--- src/rtl/core/bis_pkg.sv ---
package bis_pkg;

    localparam int VALUE_W     = 64;
    localparam int OPCODE_W    = 3;
    localparam int BYTE_W      = 8;
    localparam int GROUP_W     = 7;
    localparam int NBYTES_W    = 4;
    localparam int QUEUE_DEPTH = 2;

    localparam logic [BYTE_W-1:0] GROUP_MASK = 8'h7F;
    localparam logic [BYTE_W-1:0] CONT_BIT   = 8'h80;

    typedef enum logic [OPCODE_W-1:0] {
        OP_U8     = 3'd0,
        OP_U16    = 3'd1,
        OP_U32    = 3'd2,
        OP_U64    = 3'd3,
        OP_VAR32  = 3'd4,
        OP_VAR64  = 3'd5
    } opcode_t;

    // One classified item. Fixed formats arrive left aligned so that the
    // first byte to send sits in the top byte of data.
    typedef struct packed {
        logic                varint;
        logic [NBYTES_W-1:0] nbytes;
        logic [VALUE_W-1:0]  data;
    } bis_entry_t;

endpackage

--- src/rtl/core/bis_if.sv ---
interface bis_in_if import bis_pkg::*; ();
    logic                valid;
    logic                ready;
    logic [VALUE_W-1:0]  value;
    logic [OPCODE_W-1:0] opcode;
    logic                zigzag;

    modport source (output valid, value, opcode, zigzag, input ready);
    modport sink   (input valid, value, opcode, zigzag, output ready);
endinterface

interface bis_out_if import bis_pkg::*; ();
    logic              valid;
    logic              ready;
    logic [BYTE_W-1:0] out_byte;
    logic              last;

    modport source (output valid, out_byte, last, input ready);
    modport sink   (input valid, out_byte, last, output ready);
endinterface

--- src/rtl/core/binary_integer_serializer.sv ---
// Channel   Dir   Payload                         Transfer
// item      in    value[63:0] opcode[2:0] zigzag  valid && ready
// stream    out   out_byte[7:0] last              valid && ready
//
// Each item gives one byte per cycle while stream is ready: 1, 2, 4 or 8 bytes
// for the fixed formats, 1 to 5 for varint32 and 1 to 10 for varint64, set by
// a back-end counter or shift register. Opcodes 6 and 7 are taken and give no bytes.
// A front register and a small queue let items arrive while a run streams.
// Reset (rst_n low) empties the queue and ends any run in flight.
// A stall on stream holds the current byte; item backs up once the queue fills.
module binary_integer_serializer import bis_pkg::*;
#(
    parameter int DEPTH = QUEUE_DEPTH
)
(
    input  logic      clk,
    input  logic      rst_n,
    bis_in_if.sink    item,
    bis_out_if.source stream
);

    logic       f_valid;
    logic       f_ready;
    bis_entry_t f_entry;
    logic       b_valid;
    logic       b_ready;
    bis_entry_t b_entry;

    bis_front u_front (
        .clk        (clk),
        .rst_n      (rst_n),
        .item       (item),
        .push_valid (f_valid),
        .push_ready (f_ready),
        .push_entry (f_entry)
    );

    bis_queue #(
        .DEPTH (DEPTH)
    ) u_queue (
        .clk        (clk),
        .rst_n      (rst_n),
        .push_valid (f_valid),
        .push_ready (f_ready),
        .push_entry (f_entry),
        .pop_valid  (b_valid),
        .pop_ready  (b_ready),
        .pop_entry  (b_entry)
    );

    bis_back u_back (
        .clk       (clk),
        .rst_n     (rst_n),
        .pop_valid (b_valid),
        .pop_ready (b_ready),
        .pop_entry (b_entry),
        .stream    (stream)
    );

endmodule

--- src/rtl/core/bis_front.sv ---
module bis_front import bis_pkg::*;
(
    input  logic       clk,
    input  logic       rst_n,
    bis_in_if.sink     item,
    output logic       push_valid,
    input  logic       push_ready,
    output bis_entry_t push_entry
);

    logic       hold_valid_reg;
    logic       hold_valid_next;
    bis_entry_t hold_entry_reg;
    bis_entry_t hold_entry_next;
    logic       accept;
    logic       op_known;
    logic [31:0] low_word;
    logic [31:0] zz_word;
    logic [VALUE_W-1:0] zz_value;

    assign item.ready = !hold_valid_reg || push_ready;
    assign accept     = item.valid && item.ready;
    assign push_valid = hold_valid_reg;
    assign push_entry = hold_entry_reg;

    assign low_word = item.value[31:0];
    assign zz_word  = {low_word[30:0], 1'b0} ^ {32{low_word[31]}};
    assign zz_value = {item.value[VALUE_W-2:0], 1'b0} ^ {VALUE_W{item.value[VALUE_W-1]}};

    always_comb
    begin
        hold_entry_next        = hold_entry_reg;
        hold_entry_next.varint = 1'b0;
        op_known               = 1'b1;
        case (item.opcode)
            OP_U8:
            begin
                hold_entry_next.nbytes = NBYTES_W'(1);
                hold_entry_next.data   = {item.value[7:0], 56'd0};
            end
            OP_U16:
            begin
                hold_entry_next.nbytes = NBYTES_W'(2);
                hold_entry_next.data   = {item.value[15:0], 48'd0};
            end
            OP_U32:
            begin
                hold_entry_next.nbytes = NBYTES_W'(4);
                hold_entry_next.data   = {low_word, 32'd0};
            end
            OP_U64:
            begin
                hold_entry_next.nbytes = NBYTES_W'(8);
                hold_entry_next.data   = item.value;
            end
            OP_VAR32:
            begin
                hold_entry_next.varint = 1'b1;
                hold_entry_next.nbytes = '0;
                hold_entry_next.data   = {32'd0, item.zigzag ? zz_word : low_word};
            end
            OP_VAR64:
            begin
                hold_entry_next.varint = 1'b1;
                hold_entry_next.nbytes = '0;
                hold_entry_next.data   = item.zigzag ? zz_value : item.value;
            end
            default:
            begin
                op_known = 1'b0;
            end
        endcase
    end

    // Unknown opcodes are taken and dropped here; they produce no bytes.
    always_comb
    begin
        hold_valid_next = hold_valid_reg;
        if (accept)
        begin
            hold_valid_next = op_known;
        end
        else if (push_ready)
        begin
            hold_valid_next = 1'b0;
        end
    end

    always_ff @(posedge clk or negedge rst_n)
    begin
        if (!rst_n)
        begin
            hold_valid_reg <= 1'b0;
        end
        else
        begin
            hold_valid_reg <= hold_valid_next;
        end
    end

    always_ff @(posedge clk)
    begin
        if (accept)
        begin
            hold_entry_reg <= hold_entry_next;
        end
    end

    a_fixed_count: assert property (@(posedge clk) disable iff (!rst_n)
        hold_valid_reg && !hold_entry_reg.varint |->
            (hold_entry_reg.nbytes == NBYTES_W'(1) || hold_entry_reg.nbytes == NBYTES_W'(2) ||
             hold_entry_reg.nbytes == NBYTES_W'(4) || hold_entry_reg.nbytes == NBYTES_W'(8)))
        else $error("fixed entry with a bad byte count");

endmodule

--- src/rtl/core/bis_queue.sv ---
module bis_queue import bis_pkg::*;
#(
    parameter int DEPTH = QUEUE_DEPTH
)
(
    input  logic       clk,
    input  logic       rst_n,
    input  logic       push_valid,
    output logic       push_ready,
    input  bis_entry_t push_entry,
    output logic       pop_valid,
    input  logic       pop_ready,
    output bis_entry_t pop_entry
);

    localparam int IW = (DEPTH > 1) ? $clog2(DEPTH) : 1;
    localparam int CW = $clog2(DEPTH + 1);

    bis_entry_t     slot_reg [DEPTH];
    logic [IW-1:0]  wr_ptr_reg;
    logic [IW-1:0]  wr_ptr_next;
    logic [IW-1:0]  rd_ptr_reg;
    logic [IW-1:0]  rd_ptr_next;
    logic [CW-1:0]  count_reg;
    logic [CW-1:0]  count_next;
    logic           push;
    logic           pop;

    assign push_ready = count_reg != CW'(DEPTH);
    assign pop_valid  = count_reg != '0;
    assign push       = push_valid && push_ready;
    assign pop        = pop_valid && pop_ready;
    assign pop_entry  = slot_reg[rd_ptr_reg];

    always_comb
    begin
        wr_ptr_next = wr_ptr_reg;
        rd_ptr_next = rd_ptr_reg;
        count_next  = count_reg;
        if (push)
        begin
            wr_ptr_next = (wr_ptr_reg == IW'(DEPTH - 1)) ? '0 : wr_ptr_reg + IW'(1);
        end
        if (pop)
        begin
            rd_ptr_next = (rd_ptr_reg == IW'(DEPTH - 1)) ? '0 : rd_ptr_reg + IW'(1);
        end
        if (push && !pop)
        begin
            count_next = count_reg + CW'(1);
        end
        else if (pop && !push)
        begin
            count_next = count_reg - CW'(1);
        end
    end

    always_ff @(posedge clk or negedge rst_n)
    begin
        if (!rst_n)
        begin
            wr_ptr_reg <= '0;
            rd_ptr_reg <= '0;
            count_reg  <= '0;
        end
        else
        begin
            wr_ptr_reg <= wr_ptr_next;
            rd_ptr_reg <= rd_ptr_next;
            count_reg  <= count_next;
        end
    end

    always_ff @(posedge clk)
    begin
        if (push)
        begin
            slot_reg[wr_ptr_reg] <= push_entry;
        end
    end

    a_count_bound: assert property (@(posedge clk) disable iff (!rst_n)
        count_reg <= CW'(DEPTH))
        else $error("queue count beyond depth");

    a_ptr_track: assert property (@(posedge clk) disable iff (!rst_n)
        (count_reg == '0) |-> (wr_ptr_reg == rd_ptr_reg))
        else $error("empty queue with unequal pointers");

endmodule

--- src/rtl/core/bis_back.sv ---
module bis_back import bis_pkg::*;
(
    input  logic       clk,
    input  logic       rst_n,
    input  logic       pop_valid,
    output logic       pop_ready,
    input  bis_entry_t pop_entry,
    bis_out_if.source  stream
);

    logic                busy_reg;
    logic                busy_next;
    logic                varint_reg;
    logic [NBYTES_W-1:0] cnt_reg;
    logic [NBYTES_W-1:0] cnt_next;
    logic [VALUE_W-1:0]  sr_reg;
    logic [VALUE_W-1:0]  sr_next;
    logic                last_now;
    logic                more_groups;
    logic                xfer;
    logic                load;

    // A varint continues while any bit above the current group is set.
    assign more_groups = sr_reg[VALUE_W-1:GROUP_W] != '0;
    assign last_now    = varint_reg ? !more_groups : (cnt_reg == NBYTES_W'(1));

    assign stream.valid    = busy_reg;
    assign stream.last     = last_now;
    assign stream.out_byte = varint_reg
        ? ((sr_reg[BYTE_W-1:0] & GROUP_MASK) | (more_groups ? CONT_BIT : '0))
        : sr_reg[VALUE_W-1 -: BYTE_W];

    assign xfer      = stream.valid && stream.ready;
    assign pop_ready = !busy_reg || (xfer && last_now);
    assign load      = pop_valid && pop_ready;

    always_comb
    begin
        busy_next = busy_reg;
        sr_next   = sr_reg;
        cnt_next  = cnt_reg;
        if (load)
        begin
            busy_next = 1'b1;
            sr_next   = pop_entry.data;
            cnt_next  = pop_entry.nbytes;
        end
        else if (xfer)
        begin
            busy_next = !last_now;
            sr_next   = varint_reg ? (sr_reg >> GROUP_W) : (sr_reg << BYTE_W);
            cnt_next  = cnt_reg - NBYTES_W'(1);
        end
    end

    always_ff @(posedge clk or negedge rst_n)
    begin
        if (!rst_n)
        begin
            busy_reg <= 1'b0;
        end
        else
        begin
            busy_reg <= busy_next;
        end
    end

    always_ff @(posedge clk)
    begin
        sr_reg  <= sr_next;
        cnt_reg <= cnt_next;
        if (load)
        begin
            varint_reg <= pop_entry.varint;
        end
    end

    a_cont_bit: assert property (@(posedge clk) disable iff (!rst_n)
        busy_reg && varint_reg |-> (stream.out_byte[BYTE_W-1] == !stream.last))
        else $error("varint continuation bit disagrees with last");

    a_fixed_nonzero: assert property (@(posedge clk) disable iff (!rst_n)
        busy_reg && !varint_reg |-> cnt_reg != '0)
        else $error("fixed run with no bytes left");

    a_reload: assert property (@(posedge clk) disable iff (!rst_n)
        xfer && !last_now |=> busy_reg)
        else $error("run ended before its last byte");

endmodule

--- src/flat_wrapper.sv ---
// flat-port wrapper written by rule: the top's interface ports become plain ports
module binary_integer_serializer_flat import bis_pkg::*;
#(
    parameter int DEPTH = QUEUE_DEPTH
)
  (clk, rst_n, item_valid, item_value, item_opcode, item_zigzag, item_ready, stream_valid, stream_out_byte, stream_last, stream_ready);
  bis_in_if item_i ();
  bis_out_if stream_i ();
  input  logic clk;
  input  logic rst_n;
  input wire logic [$bits(item_i.valid)-1:0] item_valid;
  input wire logic [$bits(item_i.value)-1:0] item_value;
  input wire logic [$bits(item_i.opcode)-1:0] item_opcode;
  input wire logic [$bits(item_i.zigzag)-1:0] item_zigzag;
  output wire logic [$bits(item_i.ready)-1:0] item_ready;
  output wire logic [$bits(stream_i.valid)-1:0] stream_valid;
  output wire logic [$bits(stream_i.out_byte)-1:0] stream_out_byte;
  output wire logic [$bits(stream_i.last)-1:0] stream_last;
  input wire logic [$bits(stream_i.ready)-1:0] stream_ready;
  assign item_i.valid = item_valid;
  assign item_i.value = item_value;
  assign item_i.opcode = item_opcode;
  assign item_i.zigzag = item_zigzag;
  assign item_ready = item_i.ready;
  assign stream_valid = stream_i.valid;
  assign stream_out_byte = stream_i.out_byte;
  assign stream_last = stream_i.last;
  assign stream_i.ready = stream_ready;
  binary_integer_serializer #(.DEPTH(DEPTH)) u_core (.clk(clk), .rst_n(rst_n), .item(item_i), .stream(stream_i));
endmodule
--- config.mk ---
export PLATFORM = sky130hd
export DESIGN_NAME = binary_integer_serializer_flat
export DESIGN_NICKNAME = d
export VERILOG_FILES = /design/src/rtl/core/bis_pkg.sv /design/src/rtl/core/bis_if.sv /design/src/rtl/core/binary_integer_serializer.sv /design/src/rtl/core/bis_front.sv /design/src/rtl/core/bis_queue.sv /design/src/rtl/core/bis_back.sv /design/src/flat_wrapper.sv
export SDC_FILE = /design/constraint.sdc
export NUM_CORES = 1
export LEC_CHECK = 0
export BUFFER_PORTS_ARGS = -buffer_cell sky130_fd_sc_hd__buf_2
export CAP_MARGIN = 40
export CORE_MARGIN = 2
export CORE_UTILIZATION = 30
export DETAILED_ROUTE_END_ITERATION = 10
export PLACE_DENSITY_LB_ADDON = 0.2
export RECOVER_POWER = 50
export SYNTH_ARGS = -nofsm -noshare
export SYNTH_HDL_FRONTEND = slang
export SYNTH_SLANG_ARGS = --single-unit
--- constraint.sdc ---
create_clock -name clk -period 11.25 [get_ports clk]
set_clock_uncertainty 0.15 [all_clocks]
set_input_delay 1.125 -clock clk [delete_from_list [all_inputs] [get_ports clk]]
set_output_delay 1.125 -clock clk [all_outputs]
set_load 0.005 [all_outputs]
-- Yosys cells after proc, flatten, opt, wreduce, memory -nomap -nowiden
Memory sizes are Yosys's and may differ from the RTL's.
Cells that the tools add are included.
- logic and storage cells: 75
- memories: 1
- register bits: 144
- memory bits (writable): 138
- bitwise gates (word level): 3
- multiplexer cells: 23
- reductions and logical operators: 25
- equality and inequality tests: 7
- add/subtract/negate cells: 5
- memory list (name ; words ; width ; rd ports ; clocked after Yosys merged registers in ; write ports ; line ; text):
    u_core.u_queue.slot_reg ; 2 ; 69 ; 1 ; 0 ; 1 ; bis_queue.sv:19 ; bis_entry_t slot_reg [DEPTH];
- operator list (kind ; number):
    $pmux W68 S6 ; 1
    $mux W64 ; 4
    $xor A64 B64 Y64 ; 1
    $reduce_bool A57 Y1 ; 1
    $mux W32 ; 1
    $xor A32 B32 Y32 ; 1
    $mux W8 ; 2
    $mux W1 ; 11
    $mux W4 ; 2
    $or A7 B8 Y8 ; 1
    $reduce_bool A2 Y1 ; 4
    $logic_and A1 B1 Y1 ; 7
    $eq A3 B2 Y1 const B ; 2
    $eq A3 B3 Y1 const B ; 2
    $logic_not A1 Y1 ; 6
    $reduce_bool A6 Y1 ; 1
    $reduce_or A6 Y1 ; 1
    $eq A4 B1 Y1 const B ; 1
    $mux W2 ; 2
    $sub A4 B1 Y4 const B ; 1
    $eq A3 B1 Y1 const B ; 1
    $logic_not A3 Y1 ; 1
    $add A1 B1 Y1 const B ; 2
    $add A2 B1 Y2 const B ; 1
    other kinds (5) ; 6

-- Logic depth before layout (Yosys ltp)
- word-level depth: 9
- gate-level depth with buffers: 12

-- Hierarchy
Synthesis repeated with hierarchy kept, for this count alone.
- cell total of the unflattened synthesis: 918
- area, all modules: 14094.8 µm²
- by module, submodules not included (module ; cells an instance ; times used ; area each (µm²) ; sequential area each (µm²)):
    bis_queue ; 233 ; 1 ; 5525.3 ; 4244.1
    bis_front ; 405 ; 1 ; 4390.5 ; 2097.0
    bis_back ; 280 ; 1 ; 4179.0 ; 2097.0

-- Worst setup path after synthesis
OpenSTA, ideal clock, no wires.
- path type: input -> register
- start point: in stream_ready
- end point: reg u_core.u_back.cnt_reg[0], enable pin
- buffers on the path: 0
- setup slack: 6.588 ns
- cell stages on the path: 2
- data arrival time: 4.018 ns
- data required time: 10.606 ns
- cells stage by stage: nor2b_1 > nor2_1
- longest elaborated chain between the ends: 5
- RTL lines (what ; line ; text):
    start, declared ; flat_wrapper.sv:19 ; input wire logic [$bits(stream_i.ready)-1:0] stream_ready;
    $logic_and A1 B1 Y1 (*) ; bis_back.sv:33 ; assign xfer = stream.valid && stream.ready;
    $logic_and A1 B1 Y1 ; bis_back.sv:34 ; assign pop_ready = !busy_reg || (xfer && last_now);
    $logic_or A1 B1 Y1 ; bis_back.sv:34 ;
    $logic_and A1 B1 Y1 ; bis_back.sv:35 ; assign load = pop_valid && pop_ready;
    $reduce_bool A2 Y1 (no line) (*) ; n/a ;
    end signal, assigned ; bis_back.sv:71 ; cnt_reg <= cnt_next;
    end, declared ; bis_back.sv:14 ; logic [NBYTES_W-1:0] cnt_reg;
Every way passes the cells marked *; elsewhere a longest branch is shown, timed or not.
A chain may end at the register's enable or synchronous reset.

-- Worst setup path after layout
- start point: in item_opcode[1]
- end point: reg u_core.u_front.hold_entry_reg, in the netlist u_core.u_front.push_entry[53], enable pin
- longest elaborated chain between the ends: 3
- elaborated cells between the ends (all ways): 8
- those cells by class: 5 x eq/ne; 3 x reduce/logical
- RTL lines (what ; line ; text):
    start, declared ; flat_wrapper.sv:13 ; input wire logic [$bits(item_i.opcode)-1:0] item_opcode;
    $eq A3 B3 Y1 (tied with other cells) ; bis_front.sv:35 ; case (item.opcode)
    $reduce_bool A6 Y1 (no line) (*) ; n/a ;
    $reduce_and A2 Y1 (no line) (*) ; n/a ;
    end signal, assigned ; bis_front.sv:105 ; hold_entry_reg <= hold_entry_next;
    end, declared ; bis_front.sv:13 ; bis_entry_t hold_entry_reg;
Marks and branches as above.

==> results.sh <==
export IMPL_outcome="finished with violations"
export IMPL_violations="capacitance limit, slew limit"
export IMPL_wl_microns=35300
export IMPL_cts_repair_resized=0
export IMPL_power_switching_uw=860
export IMPL_routedWlPerCell_microns=22.1
export IMPL_synth_warnings=0
export IMPL_synth_edf_count=276
export IMPL_synth_top_area_share_pct=63.0
export IMPL_cts_hold_buf=0
export IMPL_setup_worst_path_class="in -> reg"
export IMPL_vias=7674
export IMPL_rsz0062_at_grt="no"
export IMPL_vias_per_cell=4.81
export IMPL_cp_end_kind="flip-flop"
export IMPL_drv_slew=152
export IMPL_antenna_found_initial=1
export IMPL_cpMostUsedCell="clkbuf_1"
export IMPL_clock_path_buffers=3
export IMPL_synth_ff_latch_count=282
export IMPL_crit_path_max_fanout=55
export IMPL_track_usage_pct=15.5
export IMPL_min_path_type="reg -> reg"
export IMPL_slew_headroom_pct=-129
export IMPL_tightest_slew_ps=3430
export IMPL_area_growth_pct=14.3
export IMPL_seqPwrFrac_pct=51.2
export IMPL_synth_nets=989
export IMPL_yosysUniqueCellTypes=40
export IMPL_reg2reg_slack_ps=6690
export IMPL_async_flop_share_pct=2.13
export IMPL_power_density_nw_per_um2=200
export IMPL_drtAntennaViolNets=0
export IMPL_start_kind="input pin"
export IMPL_synth_most_common_cell="edfxtp_1"
export IMPL_cts_setup_buffers=0
export IMPL_placed_area_sq_um=14200
export IMPL_post_route_period_util_pct=44.2
export IMPL_min_delay_start="u_core.u_front.push_entry[61]"
export IMPL_place_hpwl_microns=24900
export IMPL_dr_pass1_iters=7
export IMPL_holdPathStages=0
export IMPL_grt_pass1_wl_microns=51900
export IMPL_syn_area_sq_um=13100
export IMPL_die_area_sq_um=45500
export IMPL_finalNonFillerCells=1597
export IMPL_clock_latency_ps=560
export IMPL_fin_ws_ps=6280
export IMPL_max_freq_ghz=0.201
export IMPL_globalRoute_totalOverflow=0
export IMPL_whs_endpoint="u_core.u_queue.slot_reg[0][61]"
export IMPL_diodes=0
export IMPL_p_leak_nw=5.37
export IMPL_reg2regPathDepth=6
export IMPL_cts_tree="built"
export IMPL_port_buffers=82
export IMPL_cp_cell_sequence="clkbuf_1 -> nand2_1 -> nand2_1 -> clkinv_1 -> clkbuf_1 -> clkbuf_1"
export IMPL_die_w_microns=213
export IMPL_initial_utilization_pct=30.5
export IMPL_setup_viol=0
export IMPL_root_buffer="clkbuf_16"
export IMPL_yosys_top_cells_area="edfxtp_1, mux2i_1, xnor2_1, mux2_2, o21ai_0"
export IMPL_htree_levels=1
export IMPL_post_route_drc_count=0
export IMPL_r2r_end="u_core.u_front.push_entry[53]"
export IMPL_cp_slowest_stage_delay_ps=2240
export IMPL_hold_ws_ps=294
export IMPL_dp_cells=1541
export IMPL_largest_reg_flops=138
export IMPL_clk_pin_slew_ps=60
export IMPL_p_sw_share_pct=28.7
export IMPL_pre_cts_ws_ps=7710
export IMPL_netlist_instances=914
export IMPL_gp_congestion=0.840
export IMPL_drt_iter0_drc=598
export IMPL_fin_util_pct=34.8
export IMPL_cp_arrival_ps=4930
export IMPL_drive_gt1_share_pct=17.0
export IMPL_drv_cap=3
export IMPL_required_ps=11200
export IMPL_first_global_vias=7648
export IMPL_tns_ps=0
export IMPL_ys_flop_type="edfxtp_1"
export IMPL_core_sq_um=43200
export IMPL_die_y_microns=213
export IMPL_final_area_sq_um=15000
export IMPL_io_pins=83
export IMPL_final_net_count=1063
export IMPL_total_power_mw=3.00
export IMPL_fill_cells=4213
export IMPL_ys_seq_area_share_pct=64.2
export IMPL_crit_reg2reg_launch="u_core.u_queue.count_reg[0]"
export IMPL_grt_max_degree=66
export IMPL_hold_viol=0
export IMPL_peakVddDrop_mv=0.115
export IMPL_rows=76
export IMPL_synth_avg_cell_area_sq_um=14.4
export IMPL_fin_crit_ps=4970
export IMPL_p_int_mw=2.14
export IMPL_clkPwrFrac_pct=30.7
export IMPL_cp_slowest_cell="clkbuf_1"
export IMPL_yosysTopAreaCell="edfxtp_1"
export IMPL_cts_sinks=282
export IMPL_ys_top_cells_by_count="edfxtp_1, mux2i_1, nand2_1"
export IMPL_cts_buffers=30
export IMPL_p_comb_share_pct=18.1
==> routing by layer <==
| layer | track usage [%] | vias to the layer above | routed length, microns |
|---|---|---|---|
| met5 | 0 | - | 0 |
| met3 | 1.83 | 40 | 1480 |
| met4 | 3.81 | 0 | 639 |
| met1 | 23.5 | 3830 | 17300 |
| li1 | - | 3601 | - |
| met2 | 23.7 | 203 | 15900 |
==> cells by family (layout without fill, tap and decap cells) <==
kind of cell | count (synthesis) | in the layout | synth area share, %
adders and majority gates | 3 | 3 | 0.286
xor gates and xnor gates | 70 | 70 | 4.72
and+or+nand+nor | 132 | 132 | 4.79
AOI/OAI and AO/OA | 136 | 136 | 6.14
muxes | 217 | 217 | 16.8
buffers and inverters | 74 | 172 | 3.06
DFF | 282 | 282 | 64.2
==> critical path, delay by kind of cell <==
family	cells	cell delay, ps
buf+inv	4	3290
simple gates	2	420
==> worst max path at each step <==
stage | from | to | slack [ps] | cells after the start
floorplan | stream_ready | u_core.u_back.cnt_reg[0] | 6590 | 2
detailed placement | stream_ready | u_core.u_back.cnt_reg[1] | 7710 | 7
CTS | u_core.u_back.sr_reg[44] | stream_last | 7380 | 5
global route | item_opcode[1] | u_core.u_front.push_entry[43] | 5820 | 6
global placement | item_opcode[2] | u_core.u_front.push_entry[59] | 7630 | 5
finish | item_opcode[1] | u_core.u_front.push_entry[53] | 6280 | 6
==> cell type report <==
| class | instances | area, sq um | area share [%] |
|---|---|---|---|
| Clock inverter | 18 | 108 | 0.716 |
| Sequential cell | 282 | 8440 | 56.1 |
| Tap cell | 585 | 732 | 4.87 |
| Multi-Input combinational cell | 558 | 4340 | 28.8 |
| Clock buffer | 38 | 802 | 5.34 |
| Inverter | 15 | 56.3 | 0.375 |
| Timing Repair Buffer | 101 | 558 | 3.71 |
==> power groups by stage <==
stage / sequential [mW] / combinational (mW) / clock [mW]
after detailed placement: 1.56 / 0.560 / 0
after floorplan: 1.49 / 0.376 / 0
final: 1.54 / 0.544 / 0.920
after global routing: 1.56 / 0.593 / 0.989
after CTS: 1.53 / 0.562 / 0.945
after global placement: 1.55 / 0.557 / 0
==> layout by cell type (no fill, tap or decap), types with 6 or more instances in the layout <==
| cell | n |
|---|---|
| xnor2_1 | 42 |
| clkinv_1 | 12 |
| nand2_1 | 73 |
| clkbuf_16 | 31 |
| nor4_1 | 9 |
| mux2_2 | 31 |
| a22o_1 | 8 |
| o21ai_0 | 58 |
| buf_4 | 12 |
| edfxtp_1 | 276 |
| a21oi_1 | 17 |
| xor2_1 | 27 |
| o211ai_1 | 7 |
| buf_2 | 79 |
| nand2b_1 | 9 |
| inv_1 | 14 |
| clkbuf_1 | 15 |
| o22ai_1 | 31 |
| a22oi_1 | 9 |
| nor2_1 | 17 |
| dfrtp_1 | 6 |
| mux2i_1 | 185 |
Power figures use the tool's default switching activity.
